`src/rtl/core/tgs_pkg.sv`:
```
// Shared types and constants for the transmit gap statistics and activity LED block.
// Used by the controller, the datapath and the top level; depends on nothing.
`timescale 1ns / 1ps

package tgs_pkg;

    // Request codes carried in the req_type field.
    typedef enum logic [1:0] {
        REQ_TX   = 2'd0,
        REQ_LAT  = 2'd1,
        REQ_TIME = 2'd2
    } t_req;

    // Configuration register indexes.
    typedef logic [2:0] t_cfg_idx;
    localparam t_cfg_idx CFG_WINDOW       = 3'd0;
    localparam t_cfg_idx CFG_BUSY_THR     = 3'd1;
    localparam t_cfg_idx CFG_MEDIUM_THR   = 3'd2;
    localparam t_cfg_idx CFG_LOW_THR      = 3'd3;
    localparam t_cfg_idx CFG_BUSY_IVL     = 3'd4;
    localparam t_cfg_idx CFG_MEDIUM_IVL   = 3'd5;
    localparam t_cfg_idx CFG_LOW_IVL      = 3'd6;
    localparam t_cfg_idx CFG_IDLE_IVL     = 3'd7;

    localparam int WINDOW_W = 20;
    localparam int CFG16_W  = 16;
    localparam int CFG_DATA_W = WINDOW_W;

    // Register values after reset.
    localparam logic [WINDOW_W-1:0] RST_WINDOW     = 20'd10000;
    localparam logic [CFG16_W-1:0]  RST_BUSY_THR   = 16'd50;
    localparam logic [CFG16_W-1:0]  RST_MEDIUM_THR = 16'd20;
    localparam logic [CFG16_W-1:0]  RST_LOW_THR    = 16'd5;
    localparam logic [CFG16_W-1:0]  RST_BUSY_IVL   = 16'd50;
    localparam logic [CFG16_W-1:0]  RST_MEDIUM_IVL = 16'd100;
    localparam logic [CFG16_W-1:0]  RST_LOW_IVL    = 16'd250;
    localparam logic [CFG16_W-1:0]  RST_IDLE_IVL   = 16'd500;

    // Commands from the controller to the datapath.
    typedef struct packed {
        logic load_in;
        logic prep;
        logic upd;
        logic div_start;
        logic out_load;
    } t_cmd;

    // Status from the datapath to the controller.
    typedef struct packed {
        logic report_due;
        logic events_nz;
        logic div_busy;
        logic div_done;
        logic out_free;
    } t_sts;

    // Controller states.
    typedef enum logic [4:0] {
        S_IDLE = 5'b00001,
        S_PREP = 5'b00010,
        S_UPD  = 5'b00100,
        S_DIV  = 5'b01000,
        S_DONE = 5'b10000
    } t_ctrl_state;

endpackage

```
`src/rtl/core/tgs_div.sv`:
```
// Restoring divider, one quotient bit per cycle, for the average gap.
// Divides a 64-bit total by a 32-bit count and keeps the low 32 quotient bits.
`timescale 1ns / 1ps

module tgs_div (
    input  logic        i_clk,
    input  logic        i_rst_n,
    input  logic        i_start,
    input  logic [63:0] i_dividend,
    input  logic [31:0] i_divisor,
    output logic        o_busy,
    output logic        o_done,
    output logic [31:0] o_quot
);

    localparam int STEPS = 64;
    localparam logic [5:0] LAST_CNT = 6'(STEPS - 1);

    logic        r_busy;
    logic        r_done;
    logic [5:0]  r_cnt;
    logic [31:0] r_rem;
    logic [63:0] r_quo;
    logic [31:0] r_div;

    logic [32:0] w_shift;
    logic        w_ge;
    logic [32:0] w_diff;

    // One trial subtraction per cycle.
    assign w_shift = {r_rem, r_quo[63]};
    assign w_ge    = w_shift >= {1'b0, r_div};
    assign w_diff  = w_shift - {1'b0, r_div};

    // Control: step counter and done pulse.
    always_ff @(posedge i_clk) begin
        if (!i_rst_n) begin
            r_busy <= 1'b0;
            r_done <= 1'b0;
            r_cnt  <= '0;
        end else begin
            r_done <= 1'b0;
            if (i_start) begin
                r_busy <= 1'b1;
                r_cnt  <= LAST_CNT;
            end else if (r_busy) begin
                if (r_cnt == '0) begin
                    r_busy <= 1'b0;
                    r_done <= 1'b1;
                end else begin
                    r_cnt <= r_cnt - 6'd1;
                end
            end
        end
    end

    // Partial remainder and quotient shift register.
    always_ff @(posedge i_clk) begin
        if (i_start) begin
            r_rem <= '0;
            r_quo <= i_dividend;
            r_div <= i_divisor;
        end else if (r_busy) begin
            r_rem <= w_ge ? w_diff[31:0] : w_shift[31:0];
            r_quo <= {r_quo[62:0], w_ge};
        end
    end

    assign o_busy = r_busy;
    assign o_done = r_done;
    assign o_quot = r_quo[31:0];

endmodule

```
`src/rtl/core/tgs_ctrl.sv`:
```
// Controller state machine for the gap statistics block.
// Sequences accept, prepare, update, divide and output; uses tgs_pkg.
`timescale 1ns / 1ps

module tgs_ctrl
    import tgs_pkg::*;
(
    input  logic i_clk,
    input  logic i_rst_n,
    input  logic i_in_valid,
    input  t_sts i_sts,
    output logic o_in_stall,
    output t_cmd o_cmd
);

    t_ctrl_state r_state;
    t_ctrl_state n_state;

    // Next state and commands.
    always_comb begin
        n_state = r_state;
        o_cmd   = '0;
        unique case (r_state)
            S_IDLE: begin
                if (i_in_valid) begin
                    o_cmd.load_in = 1'b1;
                    n_state       = S_PREP;
                end
            end
            S_PREP: begin
                o_cmd.prep = 1'b1;
                n_state    = S_UPD;
            end
            S_UPD: begin
                o_cmd.upd = 1'b1;
                if (i_sts.report_due && i_sts.events_nz) begin
                    o_cmd.div_start = 1'b1;
                    n_state         = S_DIV;
                end else begin
                    n_state = S_DONE;
                end
            end
            S_DIV: begin
                if (i_sts.div_done) begin
                    n_state = S_DONE;
                end
            end
            S_DONE: begin
                if (i_sts.out_free) begin
                    o_cmd.out_load = 1'b1;
                    n_state        = S_IDLE;
                end
            end
            default: begin
                n_state = S_IDLE;
            end
        endcase
    end

    // State register.
    always_ff @(posedge i_clk) begin
        if (!i_rst_n) begin
            r_state <= S_IDLE;
        end else begin
            r_state <= n_state;
        end
    end

    assign o_in_stall = (r_state != S_IDLE);

endmodule

```
`src/rtl/core/tgs_dp.sv`:
```
// Datapath of the gap statistics block: configuration, statistics, LED and output register.
// Driven by commands from tgs_ctrl; instantiates tgs_div and uses tgs_pkg.
`timescale 1ns / 1ps

module tgs_dp
    import tgs_pkg::*;
(
    input  logic                  i_clk,
    input  logic                  i_rst_n,
    input  t_cmd                  i_cmd,
    output t_sts                  o_sts,
    input  logic                  i_cfg_we,
    input  t_cfg_idx              i_cfg_index,
    input  logic [CFG_DATA_W-1:0] i_cfg_data,
    input  logic [1:0]            i_req_type,
    input  logic [63:0]           i_event_time_us,
    input  logic [31:0]           i_latency_us,
    input  logic [31:0]           i_now_ms,
    input  logic                  i_out_stall,
    output logic                  o_out_valid,
    output logic                  o_led_on,
    output logic                  o_report_valid,
    output logic [31:0]           o_gap_max_us,
    output logic [31:0]           o_gap_avg_us,
    output logic [31:0]           o_gap_count,
    output logic [31:0]           o_latency_max_us,
    output logic [31:0]           o_latency_last_us
);

    // Configuration registers.
    logic [WINDOW_W-1:0] r_window;
    logic [CFG16_W-1:0]  r_busy_thr;
    logic [CFG16_W-1:0]  r_medium_thr;
    logic [CFG16_W-1:0]  r_low_thr;
    logic [CFG16_W-1:0]  r_busy_ivl;
    logic [CFG16_W-1:0]  r_medium_ivl;
    logic [CFG16_W-1:0]  r_low_ivl;
    logic [CFG16_W-1:0]  r_idle_ivl;

    // Captured item.
    logic [1:0]  r_req;
    logic [63:0] r_stamp;
    logic [31:0] r_lat;
    logic [31:0] r_now;

    // Prepared differences.
    logic [31:0] r_gap;
    logic [31:0] r_recent;
    logic [31:0] r_tog_el;
    logic [31:0] r_win_el;

    // Statistics state.
    logic [63:0] r_last_stamp;
    logic        r_tx_seen;
    logic [31:0] r_gap_peak;
    logic [63:0] r_gap_total;
    logic [31:0] r_gap_events;
    logic [31:0] r_lat_peak;
    logic [31:0] r_lat_recent;
    logic        r_led;
    logic [31:0] r_last_toggle;
    logic [31:0] r_last_report;
    logic [31:0] r_snapshot;

    // Report held until the output register takes it.
    logic        r_rep_valid;
    logic        r_rep_nz;
    logic [31:0] r_rep_gmax;
    logic [31:0] r_rep_count;
    logic [31:0] r_rep_lmax;
    logic [31:0] r_rep_llast;

    // Output register.
    logic        r_out_valid;
    logic        r_out_led;
    logic        r_out_rep;
    logic [31:0] r_out_gmax;
    logic [31:0] r_out_gavg;
    logic [31:0] r_out_count;
    logic [31:0] r_out_lmax;
    logic [31:0] r_out_llast;

    logic        w_is_time;
    logic        w_report_due;
    logic        w_toggle_due;
    logic [15:0] w_interval;
    logic        w_div_busy;
    logic        w_div_done;
    logic [31:0] w_div_quot;

    // Configuration writes.
    always_ff @(posedge i_clk) begin
        if (!i_rst_n) begin
            r_window     <= RST_WINDOW;
            r_busy_thr   <= RST_BUSY_THR;
            r_medium_thr <= RST_MEDIUM_THR;
            r_low_thr    <= RST_LOW_THR;
            r_busy_ivl   <= RST_BUSY_IVL;
            r_medium_ivl <= RST_MEDIUM_IVL;
            r_low_ivl    <= RST_LOW_IVL;
            r_idle_ivl   <= RST_IDLE_IVL;
        end else if (i_cfg_we) begin
            unique case (i_cfg_index)
                CFG_WINDOW:     r_window     <= i_cfg_data;
                CFG_BUSY_THR:   r_busy_thr   <= i_cfg_data[CFG16_W-1:0];
                CFG_MEDIUM_THR: r_medium_thr <= i_cfg_data[CFG16_W-1:0];
                CFG_LOW_THR:    r_low_thr    <= i_cfg_data[CFG16_W-1:0];
                CFG_BUSY_IVL:   r_busy_ivl   <= i_cfg_data[CFG16_W-1:0];
                CFG_MEDIUM_IVL: r_medium_ivl <= i_cfg_data[CFG16_W-1:0];
                CFG_LOW_IVL:    r_low_ivl    <= i_cfg_data[CFG16_W-1:0];
                CFG_IDLE_IVL:   r_idle_ivl   <= i_cfg_data[CFG16_W-1:0];
                default: begin
                end
            endcase
        end
    end

    // Input capture and the differences that the update step needs.
    always_ff @(posedge i_clk) begin
        if (i_cmd.load_in) begin
            r_req   <= i_req_type;
            r_stamp <= i_event_time_us;
            r_lat   <= i_latency_us;
            r_now   <= i_now_ms;
        end
        if (i_cmd.prep) begin
            r_gap    <= r_stamp[31:0] - r_last_stamp[31:0];
            r_recent <= r_gap_events - r_snapshot;
            r_tog_el <= r_now - r_last_toggle;
            r_win_el <= r_now - r_last_report;
        end
    end

    // Blink interval from the gap count since the last toggle.
    always_comb begin
        if (r_recent > {16'd0, r_busy_thr}) begin
            w_interval = r_busy_ivl;
        end else if (r_recent > {16'd0, r_medium_thr}) begin
            w_interval = r_medium_ivl;
        end else if (r_recent > {16'd0, r_low_thr}) begin
            w_interval = r_low_ivl;
        end else begin
            w_interval = r_idle_ivl;
        end
    end

    assign w_is_time    = (r_req == REQ_TIME);
    assign w_toggle_due = w_is_time && (r_tog_el >= {16'd0, w_interval});
    assign w_report_due = w_is_time && (r_win_el >= {12'd0, r_window});

    // Statistics, LED and window update.
    always_ff @(posedge i_clk) begin
        if (!i_rst_n) begin
            r_last_stamp  <= '0;
            r_tx_seen     <= 1'b0;
            r_gap_peak    <= '0;
            r_gap_total   <= '0;
            r_gap_events  <= '0;
            r_lat_peak    <= '0;
            r_lat_recent  <= '0;
            r_led         <= 1'b0;
            r_last_toggle <= '0;
            r_last_report <= '0;
            r_snapshot    <= '0;
        end else if (i_cmd.upd) begin
            case (r_req)
                REQ_TX: begin
                    if (r_tx_seen) begin
                        if (r_gap > r_gap_peak) begin
                            r_gap_peak <= r_gap;
                        end
                        r_gap_total  <= r_gap_total + {32'd0, r_gap};
                        r_gap_events <= r_gap_events + 32'd1;
                    end
                    r_last_stamp <= r_stamp;
                    r_tx_seen    <= 1'b1;
                end
                REQ_LAT: begin
                    r_lat_recent <= r_lat;
                    if (r_lat > r_lat_peak) begin
                        r_lat_peak <= r_lat;
                    end
                end
                REQ_TIME: begin
                    if (w_toggle_due) begin
                        r_last_toggle <= r_now;
                        r_led         <= ~r_led;
                        r_snapshot    <= r_gap_events;
                    end
                    // Window end clears the peaks, the gap total and count, and the toggle snapshot.
                    if (w_report_due) begin
                        r_last_report <= r_now;
                        r_gap_peak    <= '0;
                        r_gap_total   <= '0;
                        r_gap_events  <= '0;
                        r_lat_peak    <= '0;
                        r_snapshot    <= '0;
                    end
                end
                default: begin
                end
            endcase
        end
    end

    // Report snapshot taken before the window is cleared.
    always_ff @(posedge i_clk) begin
        if (i_cmd.upd) begin
            r_rep_valid <= w_report_due;
            r_rep_nz    <= w_report_due && (r_gap_events != '0);
            r_rep_gmax  <= w_report_due ? r_gap_peak   : '0;
            r_rep_count <= w_report_due ? r_gap_events : '0;
            r_rep_lmax  <= w_report_due ? r_lat_peak   : '0;
            r_rep_llast <= w_report_due ? r_lat_recent : '0;
        end
    end

    tgs_div u_div (
        .i_clk      (i_clk),
        .i_rst_n    (i_rst_n),
        .i_start    (i_cmd.div_start),
        .i_dividend (r_gap_total),
        .i_divisor  (r_gap_events),
        .o_busy     (w_div_busy),
        .o_done     (w_div_done),
        .o_quot     (w_div_quot)
    );

    // Output register: loaded when free, cleared when the item is taken.
    always_ff @(posedge i_clk) begin
        if (!i_rst_n) begin
            r_out_valid <= 1'b0;
        end else if (i_cmd.out_load) begin
            r_out_valid <= 1'b1;
        end else if (!i_out_stall) begin
            r_out_valid <= 1'b0;
        end
    end

    always_ff @(posedge i_clk) begin
        if (i_cmd.out_load) begin
            r_out_led   <= r_led;
            r_out_rep   <= r_rep_valid;
            r_out_gmax  <= r_rep_gmax;
            r_out_gavg  <= r_rep_nz ? w_div_quot : '0;
            r_out_count <= r_rep_count;
            r_out_lmax  <= r_rep_lmax;
            r_out_llast <= r_rep_llast;
        end
    end

    // Status toward the controller.
    always_comb begin
        o_sts.report_due = w_report_due;
        o_sts.events_nz  = (r_gap_events != '0);
        o_sts.div_busy   = w_div_busy;
        o_sts.div_done   = w_div_done;
        o_sts.out_free   = !r_out_valid || !i_out_stall;
    end

    assign o_out_valid       = r_out_valid;
    assign o_led_on          = r_out_led;
    assign o_report_valid    = r_out_rep;
    assign o_gap_max_us      = r_out_gmax;
    assign o_gap_avg_us      = r_out_gavg;
    assign o_gap_count       = r_out_count;
    assign o_latency_max_us  = r_out_lmax;
    assign o_latency_last_us = r_out_llast;

endmodule

```
`src/rtl/core/tx_gap_stats_activity_led.sv`:
```
// Transmit gap statistics with activity LED, top level.
// An item without a window report passes the prepare, update and done states on its way
// to the output register; no new item is taken until the controller is back in idle.
// A window report with gaps counted also waits in the divide state for the 64-step average.
// A full output register holds the next result back; synchronous active-low reset restores
// the register defaults and clears all statistics. Uses tgs_ctrl, tgs_dp and tgs_pkg.
`timescale 1ns / 1ps

module tx_gap_stats_activity_led
    import tgs_pkg::*;
(
    input  logic                  i_clk,
    input  logic                  i_rst_n,
    input  logic                  i_cfg_we,
    input  logic [2:0]            i_cfg_index,
    input  logic [CFG_DATA_W-1:0] i_cfg_data,
    input  logic                  i_in_valid,
    output logic                  o_in_stall,
    input  logic [1:0]            i_req_type,
    input  logic [63:0]           i_event_time_us,
    input  logic [31:0]           i_latency_us,
    input  logic [31:0]           i_now_ms,
    output logic                  o_out_valid,
    input  logic                  i_out_stall,
    output logic                  o_led_on,
    output logic                  o_report_valid,
    output logic [31:0]           o_gap_max_us,
    output logic [31:0]           o_gap_avg_us,
    output logic [31:0]           o_gap_count,
    output logic [31:0]           o_latency_max_us,
    output logic [31:0]           o_latency_last_us
);

    t_cmd w_cmd;
    t_sts w_sts;

    // Sequencing.
    tgs_ctrl u_ctrl (
        .i_clk      (i_clk),
        .i_rst_n    (i_rst_n),
        .i_in_valid (i_in_valid),
        .i_sts      (w_sts),
        .o_in_stall (o_in_stall),
        .o_cmd      (w_cmd)
    );

    // Statistics, LED and output register.
    tgs_dp u_dp (
        .i_clk             (i_clk),
        .i_rst_n           (i_rst_n),
        .i_cmd             (w_cmd),
        .o_sts             (w_sts),
        .i_cfg_we          (i_cfg_we),
        .i_cfg_index       (i_cfg_index),
        .i_cfg_data        (i_cfg_data),
        .i_req_type        (i_req_type),
        .i_event_time_us   (i_event_time_us),
        .i_latency_us      (i_latency_us),
        .i_now_ms          (i_now_ms),
        .i_out_stall       (i_out_stall),
        .o_out_valid       (o_out_valid),
        .o_led_on          (o_led_on),
        .o_report_valid    (o_report_valid),
        .o_gap_max_us      (o_gap_max_us),
        .o_gap_avg_us      (o_gap_avg_us),
        .o_gap_count       (o_gap_count),
        .o_latency_max_us  (o_latency_max_us),
        .o_latency_last_us (o_latency_last_us)
    );

    // An accepted item blocks the input until its work is done.
    a_accept_blocks: assert property (@(posedge i_clk) disable iff (!i_rst_n)
        (i_in_valid && !o_in_stall) |=> o_in_stall)
        else $error("input accepted while an item was still in work");

    // A result without a report carries zero report fields.
    a_no_report_zero: assert property (@(posedge i_clk) disable iff (!i_rst_n)
        (o_out_valid && !o_report_valid) |->
            (o_gap_max_us == '0) && (o_gap_avg_us == '0) && (o_gap_count == '0) &&
            (o_latency_max_us == '0) && (o_latency_last_us == '0))
        else $error("report fields set without a report");

    // Starting a division leaves the divider busy on the next cycle.
    a_div_runs: assert property (@(posedge i_clk) disable iff (!i_rst_n)
        w_cmd.div_start |=> w_sts.div_busy)
        else $error("divider did not start");

    // The output register is never loaded while the divider still runs.
    a_load_after_div: assert property (@(posedge i_clk) disable iff (!i_rst_n)
        w_cmd.out_load |-> !w_sts.div_busy)
        else $error("result loaded before the average was ready");

endmodule

```
`config.mk`:
```
export PLATFORM = sky130hd
export DESIGN_NAME = tx_gap_stats_activity_led
export DESIGN_NICKNAME = d
export VERILOG_FILES = /design/src/rtl/core/tgs_pkg.sv /design/src/rtl/core/tgs_div.sv /design/src/rtl/core/tgs_ctrl.sv /design/src/rtl/core/tgs_dp.sv /design/src/rtl/core/tx_gap_stats_activity_led.sv
export SDC_FILE = /design/constraint.sdc
export NUM_CORES = 2
export LEC_CHECK = 0
export BUFFER_PORTS_ARGS = -buffer_cell sky130_fd_sc_hd__buf_2
export CAP_MARGIN = 20
export CORE_ASPECT_RATIO = 2
export CORE_MARGIN = 2
export CORE_UTILIZATION = 60
export DETAILED_ROUTE_END_ITERATION = 16
export GPL_ROUTABILITY_DRIVEN = 0
export PLACE_DENSITY = 0.78
export SLEW_MARGIN = 20
export SYNTH_ARGS = -nofsm -noshare
export SYNTH_HDL_FRONTEND = slang
export SYNTH_SLANG_ARGS = --single-unit
```
`constraint.sdc`:
```
create_clock -name i_clk -period 25.4 [get_ports i_clk]
set_input_delay 1.27 -clock i_clk [delete_from_list [all_inputs] [get_ports i_clk]]
set_output_delay 1.27 -clock i_clk [all_outputs]
set_load 0.03 [all_outputs]
```
**Word-level counts from Yosys, hierarchy flattened**

Cells that the tools add are included.

- Input bits: 158
- Output and inout port bits: 164
- Register bits: 1,114
- Logic and storage cells: 164

- Bitwise logic cells: 3
- Magnitude comparators: 8
- Multiplexer cells: 40
- Add/sub/neg operators: 8
- Equality and inequality tests: 24
- Reductions and logical operators: 33

Operators with widths:

| cell | count |
|---|---|
| two-way mux 32 bit | 8 |
| two-way mux 64 bit | 4 |
| one-hot mux 32 bit (2 select lines) | 3 |
| subtractor 32 bit | 5 |
| one-hot mux 64 bit (2 select lines) | 1 |
| greater-than comparator 32 x 16 -> 1 bit | 3 |
| adder 64 x 32 -> 64 bit | 1 |
| greater-than comparator 32 bit | 2 |
| two-way mux 16 bit | 3 |
| greater-or-equal comparator 33 x 32 -> 1 bit | 1 |
| adder 32 x 1 -> 32 bit, second input constant | 1 |
| greater-or-equal comparator 32 x 16 -> 1 bit | 1 |
| greater-or-equal comparator 32 x 20 -> 1 bit | 1 |
| nonzero test 32 bit | 1 |
| one-hot mux 5 bit (5 select lines) | 1 |
| AND reduction 2 bit | 11 |
| two-way mux 5 bit | 4 |
| two-way mux 6 bit | 3 |
| equality test 3 bit, second input constant | 4 |
| two-way mux 1 bit | 12 |
| inequality test 2 x 1 -> 1 bit, second input constant | 6 |
| AND reduction 3 bit | 4 |
| AND reduction 4 bit | 2 |
| nonzero test 2 bit | 4 |
| 22 further kinds | 30 |

**Depth between registers and ports, before layout**

- Depth after elaboration: 8
- Depth in mapped cells: 26
- Depth with buffers taken out: 23

**Cells and area by module**

Synthesis repeated with hierarchy kept, for this count alone.

- Cell total of the unflattened synthesis: 5,326
- Area total of the unflattened synthesis: 54,848.9 sq um

By module, submodules not included:

| module | times used | cells an instance | seq. area each (sq um) | area an instance (sq um) |
|---|---|---|---|---|
| tgs_dp | 1 | 4,563 | 24,663.7 | 46,764.9 |
| tgs_div | 1 | 722 | 3,683.5 | 7,729.9 |
| tgs_ctrl | 1 | 41 | 100.1 | 354.1 |

**Least setup slack after synthesis**

Ideal clock, no wire load.

- Path kind: flip-flop to flip-flop
- From: register u_ctrl.r_state[4]
- To: register u_ctrl.r_state[0]
- Clock period less this slack: 10.341 ns
- Path buffers: 0
- Arrival: 10.002 ns
- Data required time: 25.061 ns
- Path slack: 15.059 ns
- Cell stages (with the launch flop): 6
- Setup time: 0.339 ns
- Cell sequence: dfxtp_1 nor2_1 nand2_1 nor3_1 o41a_1 o21ai_0

- Longest elaborated chain between the ends: 3
- Elaborated cells between the ends (all ways): 10
- Those cells by class: 8 x eq/ne; 1 x mux; 1 x reduce/logical

RTL lines:

| element | RTL line | source |
|---|---|---|
| from (decl) | tgs_ctrl.sv:16 | `t_ctrl_state r_state;` |
| from (signal assigned) | tgs_ctrl.sv:65 | `r_state <= n_state;` |
| equality test 5 bit, or another cell as far along | tgs_ctrl.sv:23 | `unique case (r_state)` |
| inequality test 2 x 1 -> 1 bit (no source line) / inequality test 2 bit (equally long branches) | n/a |  |
| AND reduction 3 bit (no source line) | n/a |  |

Parallel ways exist; a longest one is shown, timed or not.
A chain may end at the register's enable or synchronous reset.

**Worst setup path after layout**

- From: register u_dp.r_recent[9]
- To: register u_dp.r_snapshot[8]

- Longest elaborated chain between the ends: 8
- Elaborated cells between the ends (all ways): 10
- Those cells by class: 4 x order compare; 3 x mux; 3 x reduce/logical

RTL lines:

| element | RTL line | source |
|---|---|---|
| from (decl) | tgs_dp.sv:48 | `logic [31:0] r_recent;` |
| from (signal assigned) | tgs_dp.sv:128 | `r_recent <= r_gap_events - r_snapshot;` |
| greater-than comparator 32 x 16 -> 1 bit | tgs_dp.sv:140 | `end else if (r_recent > {16'd0, r_low_thr}) begin` |
| two-way mux 16 bit | tgs_dp.sv:140 |  |
| two-way mux 16 bit | tgs_dp.sv:138 | `end else if (r_recent > {16'd0, r_medium_thr}) begin` |
| two-way mux 16 bit * | tgs_dp.sv:136 | `if (r_recent > {16'd0, r_busy_thr}) begin` |
| greater-or-equal comparator 32 x 16 -> 1 bit * | tgs_dp.sv:148 | `assign w_toggle_due = w_is_time && (r_tog_el >= {16'd0, w_interval});` |
| logical AND 1 bit * | tgs_dp.sv:148 |  |
| nonzero test 2 bit (no source line) * | n/a |  |
| AND reduction 3 bit (no source line) * | n/a |  |
| to (signal assigned) | tgs_dp.sv:188 | `r_snapshot <= r_gap_events;` |
| to (decl) | tgs_dp.sv:63 | `logic [31:0] r_snapshot;` |

Mark *: on every way between the ends. The rest lies on a longest branch, timed or not.

==> reports/results.tsv <==
metric	value	unit
run_status	finished, final reports clean	
ys_seq_elements	1114	
synth_cells	5111	
min_period	6.08	ns
fin_tns_setup	0	ns
clock-skew-final	0.0243	ns
synth_sequential_area_ratio	0.531	
power.ir.vdd_worst	0.0674	mV
floorplan.die.width	215	um
postLayoutSetupSlackWorst	19.32	ns
dieArea	91800	um^2
period_share	0.239	
post_route_cells_drive_above_1_share	0.110	
clk_pin_slew	0.07	ns
timing.max_slew.rel_slack	0.295	
holdBufCountCts	0	
largest_net_degree_at_the_start_of_global_routing	158	
postCtsSetupRepairBufs	0	
drv.max_cap_violation_count	0	
arrival	6.70	ns
pin_count	322	
clk_root_buffer_cell	sky130_fd_sc_hd__clkbuf_16	
ys_dominant_reg_cell	sky130_fd_sc_hd__edfxtp_1	
yosysWarnings	0	
powerDensity	66.1	nW/um^2
standard_cell_row_count	155	
place_ws	19.44	ns
endpoint_kind	register	
timing.critical_path.from_type	register	
synthArstFlopShare	0	
initial_utilization	0.603	
io_buffer_count	289	
route.vias.total	38338	
detail-route-antenna-nets	0	
wire_length_of_the_first_global_routing_pass	195000	um
rsz0062_at_grt	false	
number_of_global_route_vias_before_repair	37542	
cp_max_fo	38	
timing_hold_violations_final	0	
max_freq	164	MHz
number_of_buffers_on_the_longest_clock_path	3	
core_area	88800	um^2
syn2layout_area_growth	10.7	%
hold_path_class	reg -> reg	
drt_pre_antenna_iters	8	
floorplan.die.height	427	um
number_of_pins_with_negative_max_slew_slack_in_the_final_report	0	
cts_made_buffers	96	
h-tree-depth	3	
timing.critical_path.required	26.02	ns
post_synthesis_mean_instance_area	10.5	um^2
post_cts_resized	0	
critical_path_class	reg -> reg	
synth-edff-count	614	
detailedPlacementHpwl	85000	um
combined_global_route_utilization_of_all_metal_layers	0.262	
clkSinkCount	1114	
totalWireLength	122000	um
leakagePower	22.7	nW
setup_viol_count_final	0	
clock_insertion_delay_worst_skew	0.71	ns
detail_route.vias_per_cell	5.83	
netlist-cell-type-count	95	
remaining_drc_errors	0	
largest_regs	u_dp.r_gap_total (64), u_dp.u_div.r_quo (64)	
antenna_found_initial	7	
layout_net_count	5822	
global_route.overflow_total	0	
worstMarginPinSlew	1.06	ns
filler_cell_count	6768	
drt_iter0_drc	3116	
synthesis.area	53600	um^2
syn_nets	5615	
tritoncts	built	
wire_per_inst	18.5	um
layer usage:
metal,part of all wire,wire (um),GRT usage,up-vias
met1,0.43,52100,0.344,18250
li1,-,-,-,18475
met5,0.00032,39,0,-
met2,0.48,57800,0.437,1355
met3,0.062,7530,0.0375,252
met4,0.034,4130,0.108,6
cells in the final DEF (no fill, tap or decap), types with 99 or more instances in the layout:
cell type / Yosys / final
sky130_fd_sc_hd__inv_1: 354 / 353
sky130_fd_sc_hd__edfxtp_1: 614 / 614
sky130_fd_sc_hd__a21boi_0: 245 / 245
sky130_fd_sc_hd__nand3_1: 153 / 151
sky130_fd_sc_hd__a21o_1: 160 / 160
sky130_fd_sc_hd__nand2_1: 697 / 694
sky130_fd_sc_hd__nor2_1: 298 / 289
sky130_fd_sc_hd__dfxtp_1: 500 / 499
sky130_fd_sc_hd__and2_1: 165 / 165
sky130_fd_sc_hd__xnor2_1: 122 / 122
sky130_fd_sc_hd__o21ai_0: 99 / 99
sky130_fd_sc_hd__buf_2: 16 / 288
sky130_fd_sc_hd__a21oi_1: 212 / 211
sky130_fd_sc_hd__ha_1: 340 / 340
worst paths after layout:
path                             from                        end  slack, ns  cells after the start
setup / recovery     u_dp.r_recent[9]         u_dp.r_snapshot[8]      19.32                     24
hold / removal    u_dp.r_rep_lmax[28]  u_dp.o_latency_max_us[28]       0.41                      0
setup reg to reg     u_dp.r_recent[9]         u_dp.r_snapshot[8]      19.32                     24
hold reg to reg   u_dp.r_rep_lmax[28]  u_dp.o_latency_max_us[28]       0.41                      0
power breakdown:
part | internal, mW | switching (mW) | leakage (nW)
clock network | 0.842 | 0.672 | 1.58
logic | 0.149 | 0.247 | 11.2
registers | 1.97 | 0.0409 | 9.85
through the flow:
stage | util | power (mW) | cells | cell area [um^2] | hold WS (ns)
2_1_floorplan | - | 2.33 | 5111 | 53600 | 0.400
3_3_place_gp | 0.631 | 2.42 | 6395 | 56000 | 0.401
3_5_place_dp | 0.631 | 2.44 | 6396 | 56000 | 0.405
4_1_cts | 0.668 | 3.94 | 6577 | 59300 | 0.414
5_1_grt | 0.668 | 4.06 | 6580 | 59300 | 0.419
6_report | 0.668 | 3.92 | 6581 | 59300 | 0.414
worst max-delay path, stage by stage, from the launching register on:
cell,delay (ns)
sky130_fd_sc_hd__edfxtp_1,0.47
sky130_fd_sc_hd__ha_1,0.36
sky130_fd_sc_hd__a21o_1,0.16
sky130_fd_sc_hd__a21o_1,0.18
sky130_fd_sc_hd__a21o_1,0.18
sky130_fd_sc_hd__a21o_1,0.18
sky130_fd_sc_hd__a21oi_1,0.14
sky130_fd_sc_hd__o21bai_1,0.13
sky130_fd_sc_hd__a211oi_1,0.30
sky130_fd_sc_hd__buf_4,0.29
sky130_fd_sc_hd__a22o_1,0.20
sky130_fd_sc_hd__mux2i_1,0.08
sky130_fd_sc_hd__o21ai_0,0.30
sky130_fd_sc_hd__ha_1,0.30
sky130_fd_sc_hd__nand2b_1,0.14
sky130_fd_sc_hd__a21oi_1,0.14
sky130_fd_sc_hd__nor2b_1,0.05
sky130_fd_sc_hd__o21ai_0,0.13
sky130_fd_sc_hd__a31oi_1,0.12
sky130_fd_sc_hd__o31ai_1,0.28
sky130_fd_sc_hd__a21oi_1,0.21
sky130_fd_sc_hd__o21ai_4,0.74
sky130_fd_sc_hd__buf_4,0.55
sky130_fd_sc_hd__nand3_1,0.13
sky130_fd_sc_hd__a21boi_0,0.22
synth_stat cells (16+ instances only):
cell type	instances	area [um^2]
sky130_fd_sc_hd__nand3_1	153	766
sky130_fd_sc_hd__a22o_1	35	307
sky130_fd_sc_hd__and3_1	36	225
sky130_fd_sc_hd__nor3_1	37	185
sky130_fd_sc_hd__mux2_2	51	574
sky130_fd_sc_hd__a221oi_1	20	175
sky130_fd_sc_hd__clkbuf_1	168	631
sky130_fd_sc_hd__o21bai_1	29	218
sky130_fd_sc_hd__buf_1	17	63.8
sky130_fd_sc_hd__a21oi_1	212	1060
sky130_fd_sc_hd__nor2b_1	48	300
sky130_fd_sc_hd__edfxtp_1	614	18400
sky130_fd_sc_hd__a21o_1	160	1200
sky130_fd_sc_hd__buf_2	16	80.1
sky130_fd_sc_hd__nand4_1	71	444
sky130_fd_sc_hd__dfxtp_1	500	10000
sky130_fd_sc_hd__a21boi_1	42	315
sky130_fd_sc_hd__ha_1	340	4250
sky130_fd_sc_hd__xor2_1	97	850
sky130_fd_sc_hd__o21ai_0	99	495
sky130_fd_sc_hd__a31oi_1	17	106
sky130_fd_sc_hd__mux2i_1	41	410
sky130_fd_sc_hd__nor2_1	298	1120
sky130_fd_sc_hd__and2_1	165	1030
sky130_fd_sc_hd__nand2b_1	31	194
sky130_fd_sc_hd__o21a_1	39	293
sky130_fd_sc_hd__o31ai_1	16	120
sky130_fd_sc_hd__inv_1	354	1330
sky130_fd_sc_hd__nor4_1	32	200
sky130_fd_sc_hd__a211oi_1	44	330
sky130_fd_sc_hd__o21ai_1	16	80.1
sky130_fd_sc_hd__nand2_1	697	2620
sky130_fd_sc_hd__o211ai_1	39	293
sky130_fd_sc_hd__clkbuf_2	16	80.1
sky130_fd_sc_hd__a21boi_0	245	1840
sky130_fd_sc_hd__and4_1	18	158
sky130_fd_sc_hd__xnor2_1	122	1070
final cells by class:
cell class / count / area, um^2 / share of cell area
inverters: 356 / 1340 / 0.0226
clock inverters: 51 / 571 / 0.00962
diodes: 3 / 7.51 / 0.000127
multi-input cells: 3421 / 23000 / 0.388
flip-flops and latches: 1114 / 28500 / 0.480
clock buffers: 130 / 2680 / 0.0452
repair buffers: 329 / 1750 / 0.0296
well taps: 1177 / 1470 / 0.0248
cells by family after synthesis:
logic type      after synthesis  share of synthesized area
simple gates               1622                      0.140
xor+xnor                    219                     0.0358
mux                         107                     0.0215
buf+inv                     576                     0.0413
flops                      1114                      0.531
fa+ha+maj                   346                     0.0816
compound gates             1127                      0.149
Note: power is estimated with default switching activity, not from simulation.
